File: config.mk
export PLATFORM = sky130hd
export DESIGN_NAME = integer_to_radix_ascii
export DESIGN_NICKNAME = d
export VERILOG_FILES = /design/src/itra_pkg.sv /design/src/itra_div.sv /design/src/itra_stack.sv /design/src/integer_to_radix_ascii.sv
export VERILOG_INCLUDE_DIRS = /design/src /design/src/src
export SDC_FILE = /design/constraint.sdc
export NUM_CORES = 1
export LEC_CHECK = 0
export BUFFER_PORTS_ARGS = -buffer_cell sky130_fd_sc_hd__buf_2
export CORE_MARGIN = 4
export CORE_UTILIZATION = 30
export CTS_CLUSTER_SIZE = 30
export DETAILED_ROUTE_END_ITERATION = 10
export PLACE_DENSITY = 0.42
export SYNTH_ARGS = -nofsm -noshare
export SYNTH_HDL_FRONTEND = slang
export SYNTH_SLANG_ARGS = --single-unit
File: constraint.sdc
create_clock -name clk -period 15.5 [get_ports clk]
set_input_delay 4.65 -clock clk [delete_from_list [all_inputs] [get_ports clk]]
set_output_delay 4.65 -clock clk [all_outputs]
set_load 0.01 [all_outputs]
File: src/assert_macros.svh
`ifndef ASSERT_MACROS_SVH
`define ASSERT_MACROS_SVH

// Checks that a property holds at every rising clock edge outside reset.
`define ITRA_ASSERT(lbl, prop, msg) \
  lbl: assert property (@(posedge clk) disable iff (rst) (prop)) else $error(msg);

// Checks that a condition never occurs outside reset.
`define ITRA_ASSERT_NEVER(lbl, cond, msg) \
  lbl: assert property (@(posedge clk) disable iff (rst) !(cond)) else $error(msg);

`endif

File: src/itra_pkg.sv
package itra_pkg;

  localparam int VALUE_BITS = 64;
  localparam int RADIX_W    = 5;
  localparam int DIGIT_W    = 4;
  localparam int CHAR_W     = 8;
  localparam int STEP_BITS  = 8;

  typedef logic [RADIX_W-1:0] radix_t;
  typedef logic [DIGIT_W-1:0] digit_t;
  typedef logic [CHAR_W-1:0]  char_t;

  localparam radix_t RADIX_MIN  = 5'd3;
  localparam radix_t RADIX_MAX  = 5'd16;
  localparam char_t  CHAR_MINUS = 8'h2d;
  localparam char_t  CHAR_ZERO  = 8'h30;
  localparam char_t  CHAR_LOWER = 8'h61;
  localparam char_t  CHAR_UPPER = 8'h41;
  localparam digit_t DIGIT_TEN  = 4'd10;

  typedef struct packed {
    logic   done;
    logic   zero;
    digit_t rem;
  } div_stat_t;

  function automatic char_t digit_char(input digit_t d, input logic lower);
    char_t ext;
    ext = {4'h0, d};
    if (d < DIGIT_TEN) begin
      return CHAR_ZERO + ext;
    end else if (lower) begin
      return CHAR_LOWER + ext - char_t'(DIGIT_TEN);
    end else begin
      return CHAR_UPPER + ext - char_t'(DIGIT_TEN);
    end
  endfunction

endpackage

File: src/itra_div.sv
`include "assert_macros.svh"

module itra_div #(
  parameter int VALUE_WIDTH = 64
) (
  input  logic                   clk,
  input  logic                   rst,
  input  logic                   start,
  input  logic [VALUE_WIDTH-1:0] dividend,
  input  itra_pkg::radix_t       radix,
  output logic [VALUE_WIDTH-1:0] quotient,
  output itra_pkg::div_stat_t    stat
);
  import itra_pkg::*;

  localparam int STEPS = (VALUE_WIDTH + STEP_BITS - 1) / STEP_BITS;
  localparam int PW    = STEPS * STEP_BITS;
  localparam int CW    = (STEPS > 1) ? $clog2(STEPS) : 1;

  logic [PW-1:0] d;
  logic [PW-1:0] d_next;
  digit_t        r;
  digit_t        r_next;
  logic [CW-1:0] cnt;
  logic          busy;
  logic          done;

  // While a run is busy, each cycle retires STEP_BITS quotient bits by restoring division.
  always_comb begin
    logic [RADIX_W-1:0] t;
    d_next = d;
    r_next = r;
    for (int i = 0; i < STEP_BITS; i++) begin
      t = {r_next, d_next[PW-1]};
      d_next = {d_next[PW-2:0], 1'b0};
      if (t >= radix) begin
        d_next[0] = 1'b1;
        r_next = DIGIT_W'(t - radix);
      end else begin
        r_next = t[DIGIT_W-1:0];
      end
    end
  end

  always_ff @(posedge clk) begin
    if (rst) begin
      busy <= 1'b0;
      done <= 1'b0;
      cnt  <= '0;
    end else begin
      done <= 1'b0;
      if (start) begin
        d    <= PW'(dividend);
        r    <= '0;
        cnt  <= '0;
        busy <= 1'b1;
      end else if (busy) begin
        d   <= d_next;
        r   <= r_next;
        cnt <= cnt + CW'(1);
        if (cnt == CW'(STEPS - 1)) begin
          busy <= 1'b0;
          done <= 1'b1;
        end
      end
    end
  end

  assign quotient  = d[VALUE_WIDTH-1:0];
  assign stat.done = done;
  assign stat.zero = (d == '0);
  assign stat.rem  = r;

  `ITRA_ASSERT(a_done_follows_busy, done |-> $past(busy), "Divider done without a run.")
  `ITRA_ASSERT_NEVER(a_start_while_busy, start && busy, "Divider restarted mid-run.")

endmodule

File: src/itra_stack.sv
`include "assert_macros.svh"

module itra_stack #(
  parameter int DEPTH = 41
) (
  input  logic                       clk,
  input  logic                       rst,
  input  logic                       push,
  input  logic                       pop,
  input  itra_pkg::digit_t           din,
  output itra_pkg::digit_t           top,
  output logic [$clog2(DEPTH+1)-1:0] count
);
  import itra_pkg::*;

  localparam int CNTW = $clog2(DEPTH + 1);
  localparam int IDXW = (DEPTH > 1) ? $clog2(DEPTH) : 1;

  digit_t          stk [DEPTH];
  logic [IDXW-1:0] wr_idx;
  logic [IDXW-1:0] rd_idx;

  assign wr_idx = IDXW'(count);
  assign rd_idx = IDXW'(count - CNTW'(2));

  // The top entry is kept in a register; a pop reloads it from the memory.
  always_ff @(posedge clk) begin
    if (push) begin
      stk[wr_idx] <= din;
      top         <= din;
    end else if (pop && (count > CNTW'(1))) begin
      top <= stk[rd_idx];
    end
  end

  always_ff @(posedge clk) begin
    if (rst) begin
      count <= '0;
    end else if (push) begin
      count <= count + CNTW'(1);
    end else if (pop) begin
      count <= count - CNTW'(1);
    end
  end

  `ITRA_ASSERT_NEVER(a_push_full, push && (count == CNTW'(DEPTH)), "Digit stack overflow.")
  `ITRA_ASSERT_NEVER(a_pop_empty, pop && (count == '0), "Digit stack underflow.")

endmodule

File: src/integer_to_radix_ascii.sv
// Integer to radix ASCII converter.
// The input channel (item_valid, item_stall) takes a value, a radix clamped to
// 3 to 16, an unsigned flag and a letter-case flag. The output channel
// (char_valid, char_stall) returns the text one character per transaction,
// a minus sign first for a negative signed value, then the digits most
// significant first; last_char marks the final character.
// One divider unit retires 8 quotient bits per cycle while it runs; each
// digit is one full division of the running quotient by the radix, and the
// remainders are stacked. After the last division the state register is set
// first and the output register then takes the first character; then one
// character per cycle follows while char_stall is low. A 64-bit value in
// radix 3 needs 41 digits.
// item_stall is high from acceptance until the last character is loaded into
// the output register, so a new transaction can be taken while that final
// character still waits. When char_stall is high the output register holds
// its character and the sequencer waits to load the next. Reset empties the
// output register and returns the sequencer to idle; no clearing pass.
`include "assert_macros.svh"

module integer_to_radix_ascii #(
  parameter int VALUE_WIDTH = 64,
  parameter int MAX_CHARS   = 42
) (
  input  logic                                clk,
  input  logic                                rst,
  input  logic                                item_valid,
  output logic                                item_stall,
  input  logic [itra_pkg::VALUE_BITS-1:0]     value,
  input  itra_pkg::radix_t                    radix,
  input  logic                                treat_unsigned,
  input  logic                                lower_case,
  output logic                                char_valid,
  input  logic                                char_stall,
  output itra_pkg::char_t                     character,
  output logic                                last_char
);
  import itra_pkg::*;

  localparam int DEPTH = MAX_CHARS - 1;
  localparam int CNTW  = $clog2(DEPTH + 1);

  typedef enum logic [1:0] {S_IDLE, S_DIV, S_SIGN, S_EMIT} state_t;

  state_t                 state;
  radix_t                 rad;
  logic                   neg;
  logic                   lower;
  logic                   accept;
  logic                   out_free;
  logic                   finish;
  logic                   div_start;
  logic                   push;
  logic                   pop;
  logic                   neg_in;
  radix_t                 rad_in;
  logic [VALUE_WIDTH-1:0] n_in;
  logic [VALUE_WIDTH-1:0] mag_in;
  logic [VALUE_WIDTH-1:0] dividend;
  logic [VALUE_WIDTH-1:0] quotient;
  div_stat_t              stat;
  digit_t                 stk_top;
  logic [CNTW-1:0]        stk_count;

  always_comb begin
    n_in   = value[VALUE_WIDTH-1:0];
    neg_in = !treat_unsigned && n_in[VALUE_WIDTH-1];
    mag_in = neg_in ? (~n_in + VALUE_WIDTH'(1)) : n_in;
    if (radix < RADIX_MIN) begin
      rad_in = RADIX_MIN;
    end else if (radix > RADIX_MAX) begin
      rad_in = RADIX_MAX;
    end else begin
      rad_in = radix;
    end
  end

  assign item_stall = (state != S_IDLE);
  assign accept     = item_valid && !item_stall;
  assign out_free   = !char_valid || !char_stall;
  assign finish     = stat.zero || (stk_count == CNTW'(DEPTH - 1));
  assign push       = (state == S_DIV) && stat.done;
  assign pop        = (state == S_EMIT) && out_free;
  assign div_start  = accept || (push && !finish);
  assign dividend   = (state == S_IDLE) ? mag_in : quotient;

  itra_div #(
    .VALUE_WIDTH(VALUE_WIDTH)
  ) u_div (
    .clk      (clk),
    .rst      (rst),
    .start    (div_start),
    .dividend (dividend),
    .radix    (rad),
    .quotient (quotient),
    .stat     (stat)
  );

  itra_stack #(
    .DEPTH(DEPTH)
  ) u_stack (
    .clk   (clk),
    .rst   (rst),
    .push  (push),
    .pop   (pop),
    .din   (stat.rem),
    .top   (stk_top),
    .count (stk_count)
  );

  always_ff @(posedge clk) begin
    if (rst) begin
      state      <= S_IDLE;
      char_valid <= 1'b0;
    end else begin
      unique case (state)
        S_IDLE: begin
          if (out_free) begin
            char_valid <= 1'b0;
          end
          if (accept) begin
            rad   <= rad_in;
            neg   <= neg_in;
            lower <= lower_case;
            state <= S_DIV;
          end
        end
        S_DIV: begin
          if (out_free) begin
            char_valid <= 1'b0;
          end
          if (stat.done && finish) begin
            state <= neg ? S_SIGN : S_EMIT;
          end
        end
        S_SIGN: begin
          if (out_free) begin
            char_valid <= 1'b1;
            character  <= CHAR_MINUS;
            last_char  <= 1'b0;
            state      <= S_EMIT;
          end
        end
        S_EMIT: begin
          if (out_free) begin
            char_valid <= 1'b1;
            character  <= digit_char(stk_top, lower);
            last_char  <= (stk_count == CNTW'(1));
            if (stk_count == CNTW'(1)) begin
              state <= S_IDLE;
            end
          end
        end
        default: begin
          state <= S_IDLE;
        end
      endcase
    end
  end

  `ITRA_ASSERT(a_last_empties_stack, (pop && stk_count == CNTW'(1)) |=> (stk_count == '0),
               "Digits left after the last character.")
  `ITRA_ASSERT(a_push_only_dividing, push |-> $past(state == S_DIV),
               "Digit pushed outside a conversion.")

endmodule

== Yosys cells after proc, flatten, opt, wreduce, memory -nomap -nowiden ==
Memories as Yosys holds them, arrays and structs flattened.
Index checks and enable logic that the tools add are counted.
Operators by class
  add/sub/neg operators: 18
  $lt $le $gt $ge: 12
  equality and inequality tests: 14
  multiplexer cells: 49
  bitwise logic cells: 3
  reductions and logical operators: 33
Operators by type and width (count)
  64-bit two-way mux: 4
  64-bit by 1-bit adder with 64-bit output, second input constant: 1
  64-bit logical NOT: 1
  64-bit inverter: 1
  4-bit two-way mux: 11
  5-bit >= comparator: 8
  8-bit two-way mux: 4
  4-bit subtractor: 8
  1-bit two-way mux: 18
  7-bit by 4-bit adder with 8-bit output, first input constant: 2
  8-bit case mux with 2 select lines: 1
  8-bit by 4-bit subtractor with 8-bit output, second input constant: 2
  6-bit two-way mux: 2
  2-bit two-way mux: 5
  2-bit by 1-bit inequality test with 1-bit output, second input constant: 5
  2-bit nonzero test: 5
  2-bit case mux with 4 select lines: 1
  2-bit OR reduction: 4
  6-bit by 4-bit adder with 7-bit output, first input constant: 1
  1-bit logical AND: 7
  6-bit by 1-bit adder with 6-bit output, second input constant: 1
  6-bit by 1-bit equality test with 1-bit output, second input constant: 1
  6-bit equality test, second input constant: 1
  6-bit by 1-bit greater-than comparator with 1-bit output, second input constant: 1
  other kinds (21): 34
Word-level totals
  register bits after elaboration: 102
  memory bits (writable): 164
  bits of input ports: 75
  output and inout bits: 11
  memories kept: 1
Memories
  u_stack.stk: words 41, bits a word 4, read ports 1, clocked after memory_dff 0, write ports 1, line itra_stack.sv:19  | digit_t stk [DEPTH];

== Depth between registers and ports, before layout ==
  depth after elaboration: 18
  mapped depth: 48

== Modules after synthesis ==
From an unflattened synthesis, not the netlist that was laid out.
Second synthesis, totals
  cells, all modules: 1295
  area, all modules: 15368.5 um^2
Modules (own cells, without submodules)
  itra_stack: times used 1, cells an instance 386, area each 7118.1 um^2, seq. area each 5165.0 um^2
  itra_div: times used 1, cells an instance 404, area each 4847.1 um^2, seq. area each 2142.1 um^2
  integer_to_radix_ascii: times used 1, cells an instance 505, area each 3403.3 um^2, seq. area each 510.5 um^2

== Least setup slack after synthesis ==
OpenSTA, ideal clock, no wires.
  path type: register to register
  from: register u_div.r[1]
  to: register u_div.r[1] (data pin)
  setup time: 266 ps
  arrival time: 10100 ps
  required time: 15234 ps
  path slack: 5135 ps
  cell stages (with the launch flop): 47
  period minus slack after synthesis: 10365 ps
  cells stage by stage: edfxtp_1 ha_1 a21o_1 a31oi_1 o21ai_1 mux2_2 ha_1 a21o_1 a31oi_1 o21ai_1 nor2b_1 a21o_1 ha_1 a21o_1 a31oi_1 o21ai_1 inv_1 a21o_1 [... 11 more ...] inv_1 ha_1 nor2b_1 o21a_1 o31a_1 mux2_2 inv_1 ha_1 nor2b_1 o21ai_0 a31oi_1 mux2i_1 ha_1 a21o_1 a21oi_1 a211o_1 mux2i_1 nor2_1
Between the ends
  word-level cells in the longest chain between the ends: 17
RTL lines
  from (decl): line itra_div.sv:22  | digit_t r;
  from (signal assigned): line itra_div.sv:59  | r <= r_next;
  4-bit subtractor or 5-bit >= comparator (tied branches): line itra_div.sv:38, itra_div.sv:36
  4-bit two-way mux *: line itra_div.sv:36  | if (t >= radix) begin
  4-bit subtractor or 5-bit >= comparator (tied branches): line itra_div.sv:38, itra_div.sv:36
  4-bit two-way mux *: line itra_div.sv:36
  5-bit >= comparator or 4-bit subtractor (tied branches): line itra_div.sv:36, itra_div.sv:38
  4-bit two-way mux *: line itra_div.sv:36
  4-bit subtractor or 5-bit >= comparator (tied branches): line itra_div.sv:38, itra_div.sv:36
  4-bit two-way mux *: line itra_div.sv:36
  4-bit subtractor or 5-bit >= comparator (tied branches): line itra_div.sv:38, itra_div.sv:36
  4-bit two-way mux *: line itra_div.sv:36
  4-bit subtractor or 5-bit >= comparator (tied branches): line itra_div.sv:38, itra_div.sv:36
  4-bit two-way mux *: line itra_div.sv:36
  5-bit >= comparator or 4-bit subtractor (tied branches): line itra_div.sv:36, itra_div.sv:38
  4-bit two-way mux *: line itra_div.sv:36
  4-bit subtractor or 5-bit >= comparator (tied branches): line itra_div.sv:38, itra_div.sv:36
  4-bit two-way mux *: line itra_div.sv:36
  4-bit two-way mux *: line itra_div.sv:57  | end else if (busy) begin
Mark *: on every way between the ends. The rest lies on a longest branch, timed or not. The select of a mux whose other input is x is not followed.
A chain may end at the register's enable or synchronous reset.

== Worst setup path in the final report ==
  from: register rad[1]
  to: register u_div.r[1] (data pin)
Between the ends
  word-level cells in the longest chain between the ends: 17
RTL lines
  from (decl): line integer_to_radix_ascii.sv:45  | radix_t rad;
  from (signal assigned): line integer_to_radix_ascii.sv:121  | rad <= rad_in;
  4-bit subtractor or 5-bit >= comparator (tied branches): line itra_div.sv:38, itra_div.sv:36
  4-bit two-way mux: line itra_div.sv:36
  4-bit subtractor or 5-bit >= comparator (tied branches): line itra_div.sv:38, itra_div.sv:36
  4-bit two-way mux: line itra_div.sv:36
  4-bit subtractor or 5-bit >= comparator (tied branches): line itra_div.sv:38, itra_div.sv:36
  4-bit two-way mux: line itra_div.sv:36
  5-bit >= comparator or 4-bit subtractor (tied branches): line itra_div.sv:36, itra_div.sv:38
  4-bit two-way mux: line itra_div.sv:36
  4-bit subtractor or 5-bit >= comparator (tied branches): line itra_div.sv:38, itra_div.sv:36
  4-bit two-way mux: line itra_div.sv:36
  4-bit subtractor or 5-bit >= comparator (tied branches): line itra_div.sv:38, itra_div.sv:36
  4-bit two-way mux: line itra_div.sv:36
  5-bit >= comparator or 4-bit subtractor (tied branches): line itra_div.sv:36, itra_div.sv:38
  4-bit two-way mux: line itra_div.sv:36
  4-bit subtractor or 5-bit >= comparator (tied branches): line itra_div.sv:38, itra_div.sv:36
  4-bit two-way mux *: line itra_div.sv:36
  4-bit two-way mux *: line itra_div.sv:57
Marks and branches as above.

==> reports/qor.txt <==
========================================================================================
Outcome                                                                        completed
Class of the most critical hold timing path                                 flop to flop
Clock buffers created by TritonCTS                                                    30
Drt pass-1 iters                                                                       5
Post-synthesis area per instance                                               11.87 um2
Worst Setup End Kind                                                                flop
Hold Startpoint                                                             u_div.cnt[1]
Synth top area share                                                              52.99%
Via Count                                                                           9586
Post-synth EDFFs                                                                     251
Clock H-tree levels                                                                    1
Syn nets                                                                            1337
Net count, final                                                                    1410
I/O pin cnt                                                                           86
Clk Latency, worst-skew pair                                                     0.58 ns
Final Routed Wirelength                                                         37.84 mm
Upper clock frequency limit                                                    84.32 MHz
Global-route usage over all layers                                                14.61%
Final worst path period need                                                    11.86 ns
Dominant cells by area after synthesis                                      sky130_fd_sc_hd__edfxtp_1, sky130_fd_sc_hd__ha_1, sky130_fd_sc_hd__mux4_2, sky130_fd_sc_hd__nor2_1, sky130_fd_sc_hd__a21oi_1
Post-CTS Repair Setup Buffers                                                          0
Synth Instances                                                                     1198
Ranking of synthesized cells by instance count                              sky130_fd_sc_hd__edfxtp_1, sky130_fd_sc_hd__nor2_1, sky130_fd_sc_hd__a21oi_1
Die area                                                                     0.05096 mm2
CTS tree                                                                           built
Post-route antenna net violation count                                                 0
Num rows                                                                              79
FF-to-FF setup slack                                                             3.64 ns
Number of violations reported at the end of detailed-routing iteration 0             740
Summed instance area of the synthesized netlist                              0.01422 mm2
Worst Path Required                                                             15.78 ns
Max Cap Viol                                                                           0
Antenna violations before repair                                                       0
GP Congestion                                                                     0.8094
Worst clock skew on the final layout                                          0.02805 ns
Number of instances in the placed design                                            1846
Largest net degree at the start of global routing                                     81
Quantity of gates resized following cts                                                0
Number of synthesized register bits                                                  265
Slew of the pin with the lowest slew margin                                     1.071 ns
Delay of the slowest cell on the worst path                                      0.68 ns
Die height                                                                      225.8 um
Maximum buffer depth of the clock tree                                                 3
Die X-Extent                                                                    225.8 um
Number of distinct library cells after synthesis                                      63
Core outline area                                                            0.04675 mm2
Final cell utilization of the core                                                34.90%
Remaining Overflow, GRT                                                                0
Via count of the first global-routing pass                                          9733
Wire length per cell after detailed routing                                     19.90 um
Share of synthesized area occupied by flip-flops and latches                      54.96%
CP Max Fanout                                                                         10
Most instantiated library cell after synthesis                              sky130_fd_sc_hd__edfxtp_1
RSZ-0062 raised after global routing                                                  no
Post-detailed-placement half-perimeter wirelength                               26.76 mm
Data arrival at the endpoint of the critical path                               12.14 ns
Final count of negative-setup-slack endpoints                                          0
Global-route wire length before repair                                          58.15 mm
Worst hold path cell count                                                             2
Port bufs                                                                             84
Proportion of synthesized flip-flops having asynchronous set or reset                 0%
Terminus of the critical flop-to-flop path                                    u_div.r[1]
Beginning of the worst register-to-register path                                  rad[1]
Register-to-Register Path Depth                                                       46
Number of vias per cell after detailed routing                                     5.040
Startpoint types                                                                    flop
Ratio of cells with drive above 1 in the final layout                             15.52%
Number of remaining DRC errors                                                         0
Portion of the clock cycle consumed by the worst path in the final layout         76.51%
Top FF cell, synth                                                          sky130_fd_sc_hd__edfxtp_1
Slew margin rel.                                                                  27.91%
Initial core utilization                                                          30.43%
Clock tree sinks                                                                     265
Number of inserted diodes                                                              0
Sum Neg Setup Slack                                                                 0 ns
Final hold vios                                                                        0
Area growth from synthesis to layout                                              14.71%
Count of non-filler cells in the finished layout                                    1902
# hold bufs at CTS                                                                     0
Clk pin slew, worst setup/hold paths                                             0.06 ns
Count of filler cells inserted in the layout                                        4685
Cell with the biggest individual delay on the critical path                 sky130_fd_sc_hd__edfxtp_1
Cell type contributing the most total cell area after synthesis             sky130_fd_sc_hd__edfxtp_1
Last element of the critical path                                             u_div.r[1]
Yosys warns                                                                            0
Buffer type at the clock tree root                                          sky130_fd_sc_hd__clkbuf_16
Crit path kind                                                              flop to flop
Start point of the critical path                                                  rad[1]
Most numerous cell on the critical path                                     sky130_fd_sc_hd__ha_1
Slew Limit Fails                                                                       0
========================================================================================
==> cell families after synthesis <==
| group | count (synthesis) | share of synthesized area, % |
|---|---|---|
| AND/OR/NAND/NOR | 364 | 12.36 |
| flip-flops | 265 | 54.96 |
| AO/OA/AOI/OAI | 237 | 10.46 |
| buffers and inverters | 104 | 2.824 |
| XOR/XNOR | 89 | 5.480 |
| multiplexers | 74 | 7.846 |
| adder cells (fa/ha/maj) | 64 | 6.052 |
| other | 1 | 0.02636 |
==> per-stage QoR <==
| step | hold slack (ns) | cell area, um2 | setup slack, ns |
|---|---|---|---|
| 6_report | 0.5337 | 16320 | 3.640 |
| 5_1_grt | 0.5655 | 16320 | 2.542 |
| 4_1_cts | 0.5382 | 16320 | 3.530 |
| 3_5_place_dp | 0.5247 | 15310 | 3.516 |
| 3_3_place_gp | 0.5183 | 15310 | 3.902 |
| 2_1_floorplan | 0.4947 | 14220 | 5.135 |
==> worst min path at each step <==
stage / end / slack [ns]
global placement: u_div.cnt[2] / 0.52
CTS: u_div.cnt[1] / 0.54
detailed placement: u_div.cnt[1] / 0.52
global route: u_div.cnt[2] / 0.57
floorplan: state[1] / 0.49
finish: u_div.cnt[1] / 0.53
==> area by class of cell <==
cell class / instances / area, um2 / area share, %
Sequential cell: 265 / 7821 / 47.93
Multi-Input combinational cell: 829 / 6031 / 36.96
Clock buffer: 33 / 762.0 / 4.670
Tap cell: 607 / 759.5 / 4.655
Timing Repair Buffer: 98 / 525.5 / 3.221
Clock inverter: 23 / 241.5 / 1.480
Inverter: 47 / 176.4 / 1.081
==> critical path, delay by kind of cell, from the launching register on <==
kind	cells	cell delay, ns
AOI/OAI and AO/OA	23	5.19
adders and majority gates	8	2.63
muxes	5	1.74
buffers and inverters	5	0.83
DFF	1	0.68
and+or+nand+nor	5	0.51
==> state kept, by name (all words and copies together), names as in the netlist <==
signal	count
u_div.busy	1
neg	1
u_div.done	1
u_div.r	4
state	2
u_div.cnt	3
char_valid	1
rad	5
last_char	1
character	7
u_stack.stk	164
u_div.quotient	64
u_stack.top	4
lower	1
u_stack.count	6
==> metal layers <==
| layer | track usage [%] | wire (um) |
|---|---|---|
| met3 | 2.028 | 1236 |
| met2 | 24.70 | 18510 |
| met5 | 0 | 0 |
| met1 | 20.12 | 17330 |
| met4 | 3.122 | 758 |
==> cells in the final DEF, fill, tap and decap left out, types with 5 or more instances in the layout <==
cell type,count
sky130_fd_sc_hd__edfxtp_1,251
sky130_fd_sc_hd__a41oi_1,8
sky130_fd_sc_hd__a21oi_1,97
sky130_fd_sc_hd__a221oi_1,13
sky130_fd_sc_hd__clkinv_1,8
sky130_fd_sc_hd__a211oi_1,8
sky130_fd_sc_hd__a21o_1,13
sky130_fd_sc_hd__nand4_1,7
sky130_fd_sc_hd__buf_2,84
sky130_fd_sc_hd__xor2_1,34
sky130_fd_sc_hd__mux4_2,29
sky130_fd_sc_hd__nand3_1,9
sky130_fd_sc_hd__or3_1,7
sky130_fd_sc_hd__fa_1,8
sky130_fd_sc_hd__clkinv_2,6
sky130_fd_sc_hd__xnor2_1,55
sky130_fd_sc_hd__nand2b_1,17
sky130_fd_sc_hd__mux2i_1,35
sky130_fd_sc_hd__ha_1,56
sky130_fd_sc_hd__nand2_1,64
sky130_fd_sc_hd__a31oi_1,20
sky130_fd_sc_hd__inv_1,47
sky130_fd_sc_hd__buf_4,14
sky130_fd_sc_hd__o21ai_0,28
sky130_fd_sc_hd__nor2b_1,13
sky130_fd_sc_hd__o31ai_1,12
sky130_fd_sc_hd__mux2_2,10
sky130_fd_sc_hd__clkbuf_16,30
sky130_fd_sc_hd__nor2_1,156
sky130_fd_sc_hd__or4_1,5
sky130_fd_sc_hd__o41ai_1,6
sky130_fd_sc_hd__nor4_1,28
sky130_fd_sc_hd__nor3_1,32
sky130_fd_sc_hd__dfxtp_1,13
Power is not shown: default switching activity piles up to over one toggle a cycle in this logic, so the estimate is an artifact.
